[config.mk]
export PLATFORM = sky130hd
export DESIGN_NAME = cau_front
export DESIGN_NICKNAME = d
export VERILOG_FILES = /design/src/cau_pkg.sv /design/src/cau_front.sv
export SDC_FILE = /design/constraint.sdc
export NUM_CORES = 1
export LEC_CHECK = 0
export ABC_AREA = 0
export BUFFER_PORTS_ARGS = -buffer_cell sky130_fd_sc_hd__buf_4
export CAP_MARGIN = 20
export CORE_MARGIN = 1.5
export CORE_UTILIZATION = 55
export CTS_CLUSTER_SIZE = 25
export DETAILED_ROUTE_END_ITERATION = 10
export PLACE_DENSITY = 0.77
export SLEW_MARGIN = 15
export SYNTH_ARGS = -nofsm -noshare
export SYNTH_HDL_FRONTEND = slang
export SYNTH_SLANG_ARGS = --single-unit
[constraint.sdc]
create_clock -name clk_i -period 11 [get_ports clk_i]
set_input_delay 3.3 -clock clk_i [delete_from_list [all_inputs] [get_ports clk_i]]
set_output_delay 3.3 -clock clk_i [all_outputs]
set_load 0.01 [all_outputs]
[src/cau_pkg.sv]
// Shared types and constants for the complex arithmetic unit.
// No dependencies.
package cau_pkg;

  localparam int DataWidth = 32;

  typedef enum logic [1:0] {
    CMD_ADD = 2'd0,
    CMD_SUB = 2'd1,
    CMD_MUL = 2'd2,
    CMD_DIV = 2'd3
  } cau_cmd_e;

  typedef enum logic [1:0] {
    ST_OK   = 2'd0,
    ST_SAT  = 2'd1,
    ST_DIV0 = 2'd2
  } cau_status_e;

  typedef struct packed {
    logic [1:0]                  cmd;
    logic signed [DataWidth-1:0] a_re;
    logic signed [DataWidth-1:0] a_im;
    logic signed [DataWidth-1:0] b_re;
    logic signed [DataWidth-1:0] b_im;
  } cau_req_t;

  typedef struct packed {
    logic signed [DataWidth-1:0] res_re;
    logic signed [DataWidth-1:0] res_im;
    logic [1:0]                  status;
  } cau_rsp_t;

  // queue entry: request plus front-end classification
  typedef struct packed {
    cau_req_t req;
    logic     is_div;
    logic     div0;
  } cau_entry_t;

endpackage

[src/cau_front.sv]
// Front end: classifies requests and queues them for the back end.
// Depends on cau_pkg.
module cau_front import cau_pkg::*; #(
  parameter int DEPTH = 4
) (
  input  logic       clk_i,
  input  logic       rst_ni,
  input  logic       start_i,
  input  cau_req_t   req_i,
  output logic       busy_o,
  input  logic       pop_i,
  output logic       valid_o,
  output cau_entry_t entry_o
);

  localparam int PtrW = (DEPTH > 1) ? $clog2(DEPTH) : 1;
  localparam int CntW = $clog2(DEPTH + 1);

  cau_entry_t          mem_q [DEPTH];
  logic [PtrW-1:0]     wr_q, wr_d, rd_q, rd_d;
  logic [CntW-1:0]     cnt_q, cnt_d;
  logic                push, pop;
  cau_entry_t          ent;

  function automatic logic [PtrW-1:0] inc(input logic [PtrW-1:0] p);
    inc = (p == PtrW'(DEPTH - 1)) ? '0 : p + PtrW'(1);
  endfunction

  assign busy_o  = (cnt_q == CntW'(DEPTH));
  assign valid_o = (cnt_q != '0);
  assign push    = start_i && !busy_o;
  assign pop     = pop_i && valid_o;
  assign entry_o = mem_q[rd_q];

  always_comb begin
    ent.req    = req_i;
    ent.is_div = (req_i.cmd == CMD_DIV);
    ent.div0   = (req_i.b_re == '0) && (req_i.b_im == '0);
    wr_d  = push ? inc(wr_q) : wr_q;
    rd_d  = pop ? inc(rd_q) : rd_q;
    cnt_d = cnt_q + CntW'(push) - CntW'(pop);
  end

  always_ff @(posedge clk_i) begin
    if (push) begin
      mem_q[wr_q] <= ent;
    end
  end

  always_ff @(posedge clk_i or negedge rst_ni) begin
    if (!rst_ni) begin
      wr_q  <= '0;
      rd_q  <= '0;
      cnt_q <= '0;
    end else begin
      wr_q  <= wr_d;
      rd_q  <= rd_d;
      cnt_q <= cnt_d;
    end
  end

endmodule

==> out/results.txt, run 1 <==
CP max stage cell -> dfrtp_4
HP Class -> reg -> reg
Layout Nets -> 1192
Min Tclk post-route -> 6750 ps
Average instance area after synthesis -> 26.1 um^2
FF+latch count, synth -> 535
CP most frequent cell -> buf_4
DRC Markers -> 0
Initial antenna violation count -> 1
Period utilisation layout -> 0.614
Full die area -> 36800 um^2
Reg2Reg Depth -> 4
CTS hold repair buffers -> 0
Drt first pass iters -> 4
Post-DP HPWL -> 21700 um
Largest stage delay, worst path -> 820 ps
Synth top area cells -> edfxtp_1, mux4_2, dfrtp_1, nor4_1, buf_6
Routed Antenna Nets -> 0
Fill cells -> 2083
Main synth FF type -> edfxtp_1
Layout cells sized above 1 -> 0.454
Ys async rst share -> 0.0131
Core ar. -> 34800 um^2
RR Endpoint -> mem_q[0][106]
R2r startpoint -> cnt_q[2]
Vias in the first global route -> 9470
Yosys top cell area share -> 0.809
Critical Path, Cell by Cell -> buf_4, buf_4, mux4_2, buf_4
Crit Path Max Fanout -> 52
RSZ-0062 raised after global routing -> false
Post-CTS resize count -> 0
Area delta synth->final -> 21.5%
First-pass GRT wire length -> 55500 um
Pin count of the biggest net entering global routing -> 89
CP top delay family -> buffers and inverters
WL met3 -> 2840 um
Highest routed layer -> met5
Setup crit start kind -> flip-flop
Synth unique cells -> 20
Met1 WL -> 14500 um
Syn nets -> 892
Top-count cell post-synth -> edfxtp_1
Max Fclk -> 0.148 GHz
Initial DRC Count -> 491
Worst-Margin Slew -> 1070 ps
Total Power -> 6.53 mW
R2r setup slk -> 7690 ps
H-tree depth -> 2
Syn Std Cell Area -> 19600 um^2
CTS tree -> done
GRT Residual Overflow -> 0
Worst setup margin -> 4250 ps
Synthesized netlist cell count -> 750
Die Height -> 192 um
Post-synth top cells -> edfxtp_1, mux4_2, nor4_1
Area leader, netlist -> edfxtp_1
CP startpoint -> rd_q[1]
Die X -> 192 um
Gr usage total -> 0.207
Clock buffer count from CTS -> 52
Starting Density -> 0.563
Post-CTS Setup Inserts -> 0
Via Count -> 8891
Worst vdd ir -> 178 uV
Final hold violations -> 0
Clk_skew -> 30.4 ps
MaxCap Viol Count -> 0
Setup_tns -> 0 ps
WP data arrival -> 3450 ps
Critical path depth -> 4
Post-DR vias/cell -> 5.74
Clock Tree Buf Depth -> 3
Final wirelength -> 37100 um
I/O Pins -> 268
CP endpoint kind -> output pin
Detail Route met2 WL -> 19000 um
Core Util, Final -> 0.684
CTS root buf -> clkbuf_16
Antenna cells -> 0
Setup-failing EPs final -> 0
DR WL/cell -> 24.0 um
Fin. max-slew vios -> 0
Worst-skew pair later-pin latency -> 580 ps
PortBufs -> 267
PD cells -> 274 nW/um^2
Clock transition at path regs -> 60 ps
GP Congestion -> 0.716
WP buf/inv -> 3
Worst rel slew slack -> 0.289
Post-synth EDFFs -> 528
CTS sink count -> 535
Crit Path Category -> reg -> out
Leak -> 8.08 nW
Register area share after synthesis -> 0.818
Critical Path RT -> 7700 ps
Ys Warns -> 0
Hold_sp -> cnt_q[0]
Row cnt -> 68
Worst setup endpoint -> entry_o[123]
Post-place setup slack -> 4770 ps
Status -> finished clean
-- where the power goes --
| group | internal (mW) | switching (mW) |
|---|---|---|
| Clock | 1.03 | 0.720 |
| Combinational | 0.977 | 0.937 |
| Sequential | 2.70 | 0.167 |
| Total | 4.70 | 1.82 |
-- metrics by stage --
step / hold WS [ps] / area [um^2] / std cells
after detailed placement: 533 / 22000 / 1449
after floorplan: 495 / 19600 / 750
final: 541 / 23800 / 1549
after global placement: 520 / 22000 / 1449
after CTS: 548 / 23800 / 1547
after global routing: 572 / 23800 / 1549
-- how the worst min path moves through the flow --
stage / end / slack (ps) / cells after the start
final: cnt_q[0] / 540 / 1
after global placement: cnt_q[0] / 520 / 1
after CTS: cnt_q[0] / 550 / 1
after floorplan: cnt_q[0] / 500 / 1
after global routing: cnt_q[0] / 570 / 1
after detailed placement: cnt_q[0] / 530 / 1
-- kinds of logic after synthesis --
logic type / after synthesis / share of synthesized area
xor+xnor: 2 / 0.000894
simple gates: 32 / 0.00990
mux: 136 / 0.154
flops: 535 / 0.818
fa+ha+maj: 8 / 0.00549
buf+inv: 37 / 0.0114
-- per-layer routing --
metal / vias up / GRT usage
met1: 4689 / 0.269
met5: - / 0
met3: 44 / 0.0563
met2: 299 / 0.344
met4: 2 / 0.0634
li1: 3857 / -
-- worst register-to-register path, delay by kind of cell, from the launching register on --
family / cells / cell delay [ps]
buf+inv: 1 / 940
flops: 1 / 400
simple gates: 3 / 1540
-- cells in the final DEF, fill, tap and decap left out --
cell type     n
clkbuf_1     11
clkinvlp_4    5
mux4_2      132
clkinv_4      1
clkinv_2     11
mux2_2        4
edfxtp_1    528
nor3b_1       1
inv_6         3
clkbuf_16    53
dfrtp_1       5
nand2_1       1
nor2_1        2
buf_12        1
and2_4        4
bufinv_16     6
clkinv_1      8
fa_1          1
nor2b_1       1
inv_1         7
dfrtp_4       2
nand4_1       4
ha_1          7
nor4_1       17
and2_1        1
buf_16        2
or3_1         1
xnor2_1       2
buf_4       273
-- flip-flops by register name, summed over array words and instances, names as in the netlist --
| register | flops |
|---|---|
| wr_q | 2 |
| rd_q | 2 |
| mem_q | 528 |
| cnt_q | 3 |
-- final cells by class --
cell class,count,area (um^2),share of cell area
Clock buffer,64,1370,0.0574
Timing Repair Buffer,276,2120,0.0892
Clock inverter,34,338,0.0142
Inverter,7,26.3,0.00110
Sequential cell,535,16000,0.674
Tap cell,455,569,0.0239
Multi-Input combinational cell,178,3350,0.141
Note: power is estimated with default switching activity, not from simulation.
==> run 2: changes to the inputs <==
clock period = 6.4 ns   (was 11 ns; I/O delays follow)
==> out/results.txt, run 2 (synthesis results as in run 1) <==
Worst-Margin Slew -> 1080 ps (+10.6 ps)
Clock buffer count from CTS -> 52 (unchanged)
Max reg flops -> 528 (unchanged)
Critical Path RT -> 4480 ps (-3220 ps)
Area delta synth->final -> 21.4% (about the same)
Fin. max-slew vios -> 0 (unchanged)
Total Power -> 11.2 mW (+71%)
I/O Pins -> 268 (unchanged)
CTS root buf -> clkbuf_16
MaxCap Viol Count -> 0 (unchanged)
Layout cells sized above 1 -> 0.449 (-0.00567)
Final hold violations -> 0 (unchanged)
Initial DRC Count -> 704 (+43%)
CTS sink count -> 535 (unchanged)
Setup crit start kind -> flip-flop
Via Count -> 8961 (+0.79%)
DRC Markers -> 0 (unchanged)
Largest Register -> mem_q
Min Tclk post-route -> 4760 ps
Core ar. -> 34800 um^2 (unchanged)
H-tree depth -> 2 (unchanged)
Starting Density -> 0.563 (unchanged)
Antenna cells -> 0 (unchanged)
Post-CTS Setup Inserts -> 0 (unchanged)
Final wirelength -> 37600 um (+1.3%)
CP endpoint kind -> output pin
Crit Path Category -> reg -> out
Initial antenna violation count -> 1 (unchanged)
Worst rel slew slack -> 0.282 (-0.00709)
Crit Path Max Fanout -> 124 (+140%)
Period utilisation layout -> 0.744
Die Height -> 192 um (unchanged)
Largest stage delay, worst path -> 720 ps (-100 ps)
Post-CTS resize count -> 0 (unchanged)
Vias in the first global route -> 9186 (-3.0%)
First-pass GRT wire length -> 56000 um (+0.92%)
Commonest non-fill, non-tap cell in the layout -> edfxtp_1
Row cnt -> 68 (unchanged)
Status -> finished clean
Drt first pass iters -> 4 (unchanged)
Post-DP HPWL -> 22400 um (+2.8%)
PD cells -> 470 nW/um^2 (+71%)
DR WL/cell -> 24.3 um (+1.6%)
Leak -> 8.07 nW (-0.10%)
Pin count of the biggest net entering global routing -> 125 (+40%)
GRT Residual Overflow -> 0 (unchanged)
Gr usage total -> 0.209 (+0.00209)
CP max stage cell -> buf_12
Clock transition at path regs -> 60 ps (about the same)
Most frequent cells in the layout -> edfxtp_1, buf_4, mux4_2
Largest registers -> mem_q (528), cnt_q (3)
Critical Path, Cell by Cell -> buf_12, mux4_2, buf_4
Worst-skew pair later-pin latency -> 570 ps (about the same)
RSZ-0062 raised after global routing -> false
Post-DR vias/cell -> 5.80 (+1.0%)
Clock Tree Buf Depth -> 3 (unchanged)
Worst vdd ir -> 348 uV (+96%)
Die X -> 192 um (unchanged)
CTS tree -> done
# placed instances -> 1455 (+0.41%)
Routed Antenna Nets -> 0 (unchanged)
Max Fclk -> 0.210 GHz
CTS hold repair buffers -> 0 (unchanged)
Fill cells -> 2076 (-0.34%)
PortBufs -> 267 (unchanged)
Setup-failing EPs final -> 0 (unchanged)
Full die area -> 36800 um^2 (unchanged)
WP data arrival -> 2840 ps (-610 ps)
GP Congestion -> 0.715 (-0.20%)
Post-Layout Cell Count -> 1545 (-0.26%)
Layout Nets -> 1196 (+0.34%)
Setup_tns -> 0 ps (unchanged)
HP Class -> reg -> reg
Clk_skew -> 13.2 ps (-17.3 ps)
-- run 2: changes by cell type in the layout (fill, tap and decap cells not counted) --
| cell | previous run | this run |
|---|---|---|
| buf_12 | 1 | 6 |
| clkinvlp_4 | 5 | 1 |
| clkinv_2 | 11 | 4 |
| clkbuf_8 | 0 | 1 |
| buf_16 | 2 | 0 |
| inv_6 | 3 | 2 |
| buf_4 | 273 | 274 |
| bufinv_16 | 6 | 5 |
| clkbuf_1 | 11 | 12 |
| clkinv_1 | 8 | 11 |
-- run 2: power breakdown --
part | switching [mW] | leakage, nW | internal [mW] | total (mW)
Combinational | 1.71 | 2.36 | 1.70 | 3.40
Sequential | 0.206 | 4.92 | 4.63 | 4.84
Clock | 1.21 | 0.791 | 1.72 | 2.93
-- run 2: path summary, 6_finish.rpt --
| path | start | end | slack [ps] | cells after the start |
|---|---|---|---|---|
| max | rd_q[0] | entry_o[81] | 1640 | 3 |
| min | cnt_q[0] | cnt_q[0] | 550 | 1 |
| max reg2reg | cnt_q[2] | mem_q[2][76] | 3660 | 4 |
| min reg2reg | cnt_q[0] | cnt_q[0] | 550 | 1 |
| max in group asynchronous | rst_ni | rd_q[1] | 5110 | 1 |
| min in group asynchronous | rst_ni | cnt_q[0] | 1150 | 1 |
-- run 2: cell type report --
cell class | instances | area (um^2) | share of cell area
Timing Repair Buffer | 280 | 2180 | 0.0915
Clock inverter | 24 | 245 | 0.0103
Multi-Input combinational cell | 178 | 3350 | 0.141
Clock buffer | 66 | 1390 | 0.0582
Inverter | 7 | 26.3 | 0.00110
Tap cell | 455 | 569 | 0.0239
Sequential cell | 535 | 16000 | 0.674
-- run 2: per-stage QoR --
step                      hold slack [ps]  worst slack, ps  cell area [um^2]   util
final                                 549             1640             23800  0.684
after global routing                  600             1440             23800  0.684
after CTS                             559             1550             23800  0.684
after detailed placement              546             2160             22200  0.637
after global placement                514             2190             22200  0.637
after floorplan                       495              592             19600      -
-- run 2: metal layers --
layer,vias to the layer above,GRT usage,wire (um)
met5,-,0,13
met4,2,0.0676,810
met3,59,0.0665,3400
met2,314,0.324,18300
met1,4721,0.286,15100
li1,3865,-,-
-- run 2: critical path, delay by kind of cell, from the launching register on --
family,cells,cell delay (ps)
mux,1,620
flops,1,560
buf+inv,2,880
==> run 3: changes to the inputs <==
CORE_UTILIZATION = 51   (was 55)
PLACE_DENSITY = 0.75   (was 0.77)
clock period = 4.26 ns   (was 6.4 ns; I/O delays follow)
==> out/results.txt, run 3 (synthesis results as in run 1) <==
Fin. max-slew vios -> 0 (unchanged)
Clock buffer count from CTS -> 52 (unchanged)
Post-DP HPWL -> 22400 um (+0.38%)
Clk_skew -> 24.7 ps (+11.5 ps)
Initial antenna violation count -> 4 (+3)
MaxCap Viol Count -> 0 (unchanged)
Post-CTS Setup Inserts -> 0 (unchanged)
Routed Antenna Nets -> 0 (unchanged)
H-tree depth -> 2 (unchanged)
Drt first pass iters -> 4 (unchanged)
WP data arrival -> 2330 ps (-510 ps)
RR Endpoint -> cnt_q[2]
Worst setup endpoint -> entry_o[91]
Crit Path Max Fanout -> 50 (-60%)
R2r startpoint -> cnt_q[2]
Period utilisation layout -> 0.847
Via Count -> 8851 (-1.2%)
Die Height -> 199 um (+3.8%)
Post-place setup slack -> 1020 ps (-1150 ps)
Area delta synth->final -> 22.2%
Setup crit start kind -> flip-flop
Reg2Reg Depth -> 10 (+6)
Pin count of the biggest net entering global routing -> 85 (-32%)
DRC Markers -> 0 (unchanged)
Largest registers -> mem_q (528), cnt_q (3)
Fill cells -> 2512 (+21%)
Post-CTS resize count -> 0 (unchanged)
Final wirelength -> 36900 um (-1.9%)
Min Tclk post-route -> 3610 ps
Worst rel slew slack -> 0.448 (+0.166)
Initial DRC Count -> 506 (-28%)
First-pass GRT wire length -> 55700 um (-0.53%)
Commonest non-fill, non-tap cell in the layout -> edfxtp_1
R2r setup slk -> 1860 ps (-1800 ps)
CTS root buf -> clkbuf_16
PortBufs -> 267 (unchanged)
Row cnt -> 71 (+4.4%)
Total Power -> 16.8 mW (+51%)
Largest Register -> mem_q
Worst-Margin Slew -> 821 ps (-257 ps)
Starting Density -> 0.519 (-0.0441)
Critical Path RT -> 2980 ps (-1500 ps)
CTS tree -> done
CP startpoint -> rd_q[1]
Max reg flops -> 528 (unchanged)
Vias in the first global route -> 9406 (+2.4%)
PD cells -> 702 nW/um^2 (+50%)
Leak -> 8.12 nW (+0.63%)
Clock transition at path regs -> 60 ps (about the same)
Setup_tns -> 0 ps (unchanged)
GRT Residual Overflow -> 0 (unchanged)
I/O Pins -> 268 (unchanged)
DR WL/cell -> 22.9 um (-5.9%)
HP Class -> in -> async
RSZ-0062 raised after global routing -> false
CTS hold repair buffers -> 0 (unchanged)
Max Fclk -> 0.277 GHz
Worst vdd ir -> 548 uV (+57%)
CTS sink count -> 535 (unchanged)
CP endpoint kind -> output pin
Setup-failing EPs final -> 0 (unchanged)
Final hold violations -> 0 (unchanged)
Post-DR vias/cell -> 5.50 (-5.2%)
Crit Path Category -> reg -> out
GP Congestion -> 0.695 (-2.7%)
Worst setup margin -> 651 ps (-987 ps)
Die X -> 199 um (+3.8%)
Worst-skew pair later-pin latency -> 570 ps (about the same)
Gr usage total -> 0.192 (-0.0168)
Layout cells sized above 1 -> 0.458 (+0.00941)
Most frequent cells in the layout -> edfxtp_1, buf_4, mux4_2
Layout Nets -> 1200 (+0.33%)
Core ar. -> 37800 um^2 (+8.5%)
Status -> finished clean
Clock Tree Buf Depth -> 3 (unchanged)
Full die area -> 39600 um^2 (+7.7%)
run 3: area by class of cell:
cell class              instances  area [um^2]  share of cell area
diodes                          3         7.51            0.000314
clock buffers                  60         1350              0.0565
clock inverters                32          289              0.0121
inverters                       7         26.3             0.00110
multi-input cells             178         3350               0.140
flip-flops and latches        535        16000               0.670
well taps                     511          639              0.0267
repair buffers                284         2240              0.0937
run 3: metal layers:
metal	vias up	share of wire	global-route usage
li1	3881	-	-
met1	4635	0.39	0.250
met2	271	0.50	0.314
met3	62	0.086	0.0610
met4	2	0.022	0.0564
met5	-	0.00041	0
run 3: worst max-delay path, stage by stage (launching register included):
cell and delay (ps):
dfrtp_4 770, buf_12 340, mux4_2 380, buf_4 160
run 3: stage by stage:
| step | area, um^2 | hold slack [ps] | util | std cells |
|---|---|---|---|---|
| 2_1_floorplan | 19600 | 495 | - | 750 |
| 3_3_place_gp | 22300 | 506 | 0.591 | 1515 |
| 3_5_place_dp | 22300 | 529 | 0.591 | 1515 |
| 4_1_cts | 23900 | 466 | 0.634 | 1607 |
| 5_1_grt | 23900 | 476 | 0.634 | 1608 |
| 6_report | 23900 | 504 | 0.634 | 1610 |
run 3: where the power goes:
part / total, mW / switching (mW) / internal (mW)
clock: 4.40 / 1.83 / 2.57
combinational: 5.15 / 2.54 / 2.60
sequential: 7.26 / 0.314 / 6.95
run 3: worst min path at each step:
| stage | from | endpoint | slack, ps | depth (start not counted) |
|---|---|---|---|---|
| 6_report | rst_ni | rd_q[1] | 500 | 1 |
| 5_1_grt | rst_ni | rd_q[1] | 480 | 1 |
| 4_1_cts | rst_ni | rd_q[1] | 470 | 1 |
| 3_5_place_dp | cnt_q[0] | cnt_q[0] | 530 | 1 |
| 3_3_place_gp | cnt_q[0] | cnt_q[0] | 510 | 1 |
| 2_1_floorplan | cnt_q[0] | cnt_q[0] | 500 | 1 |
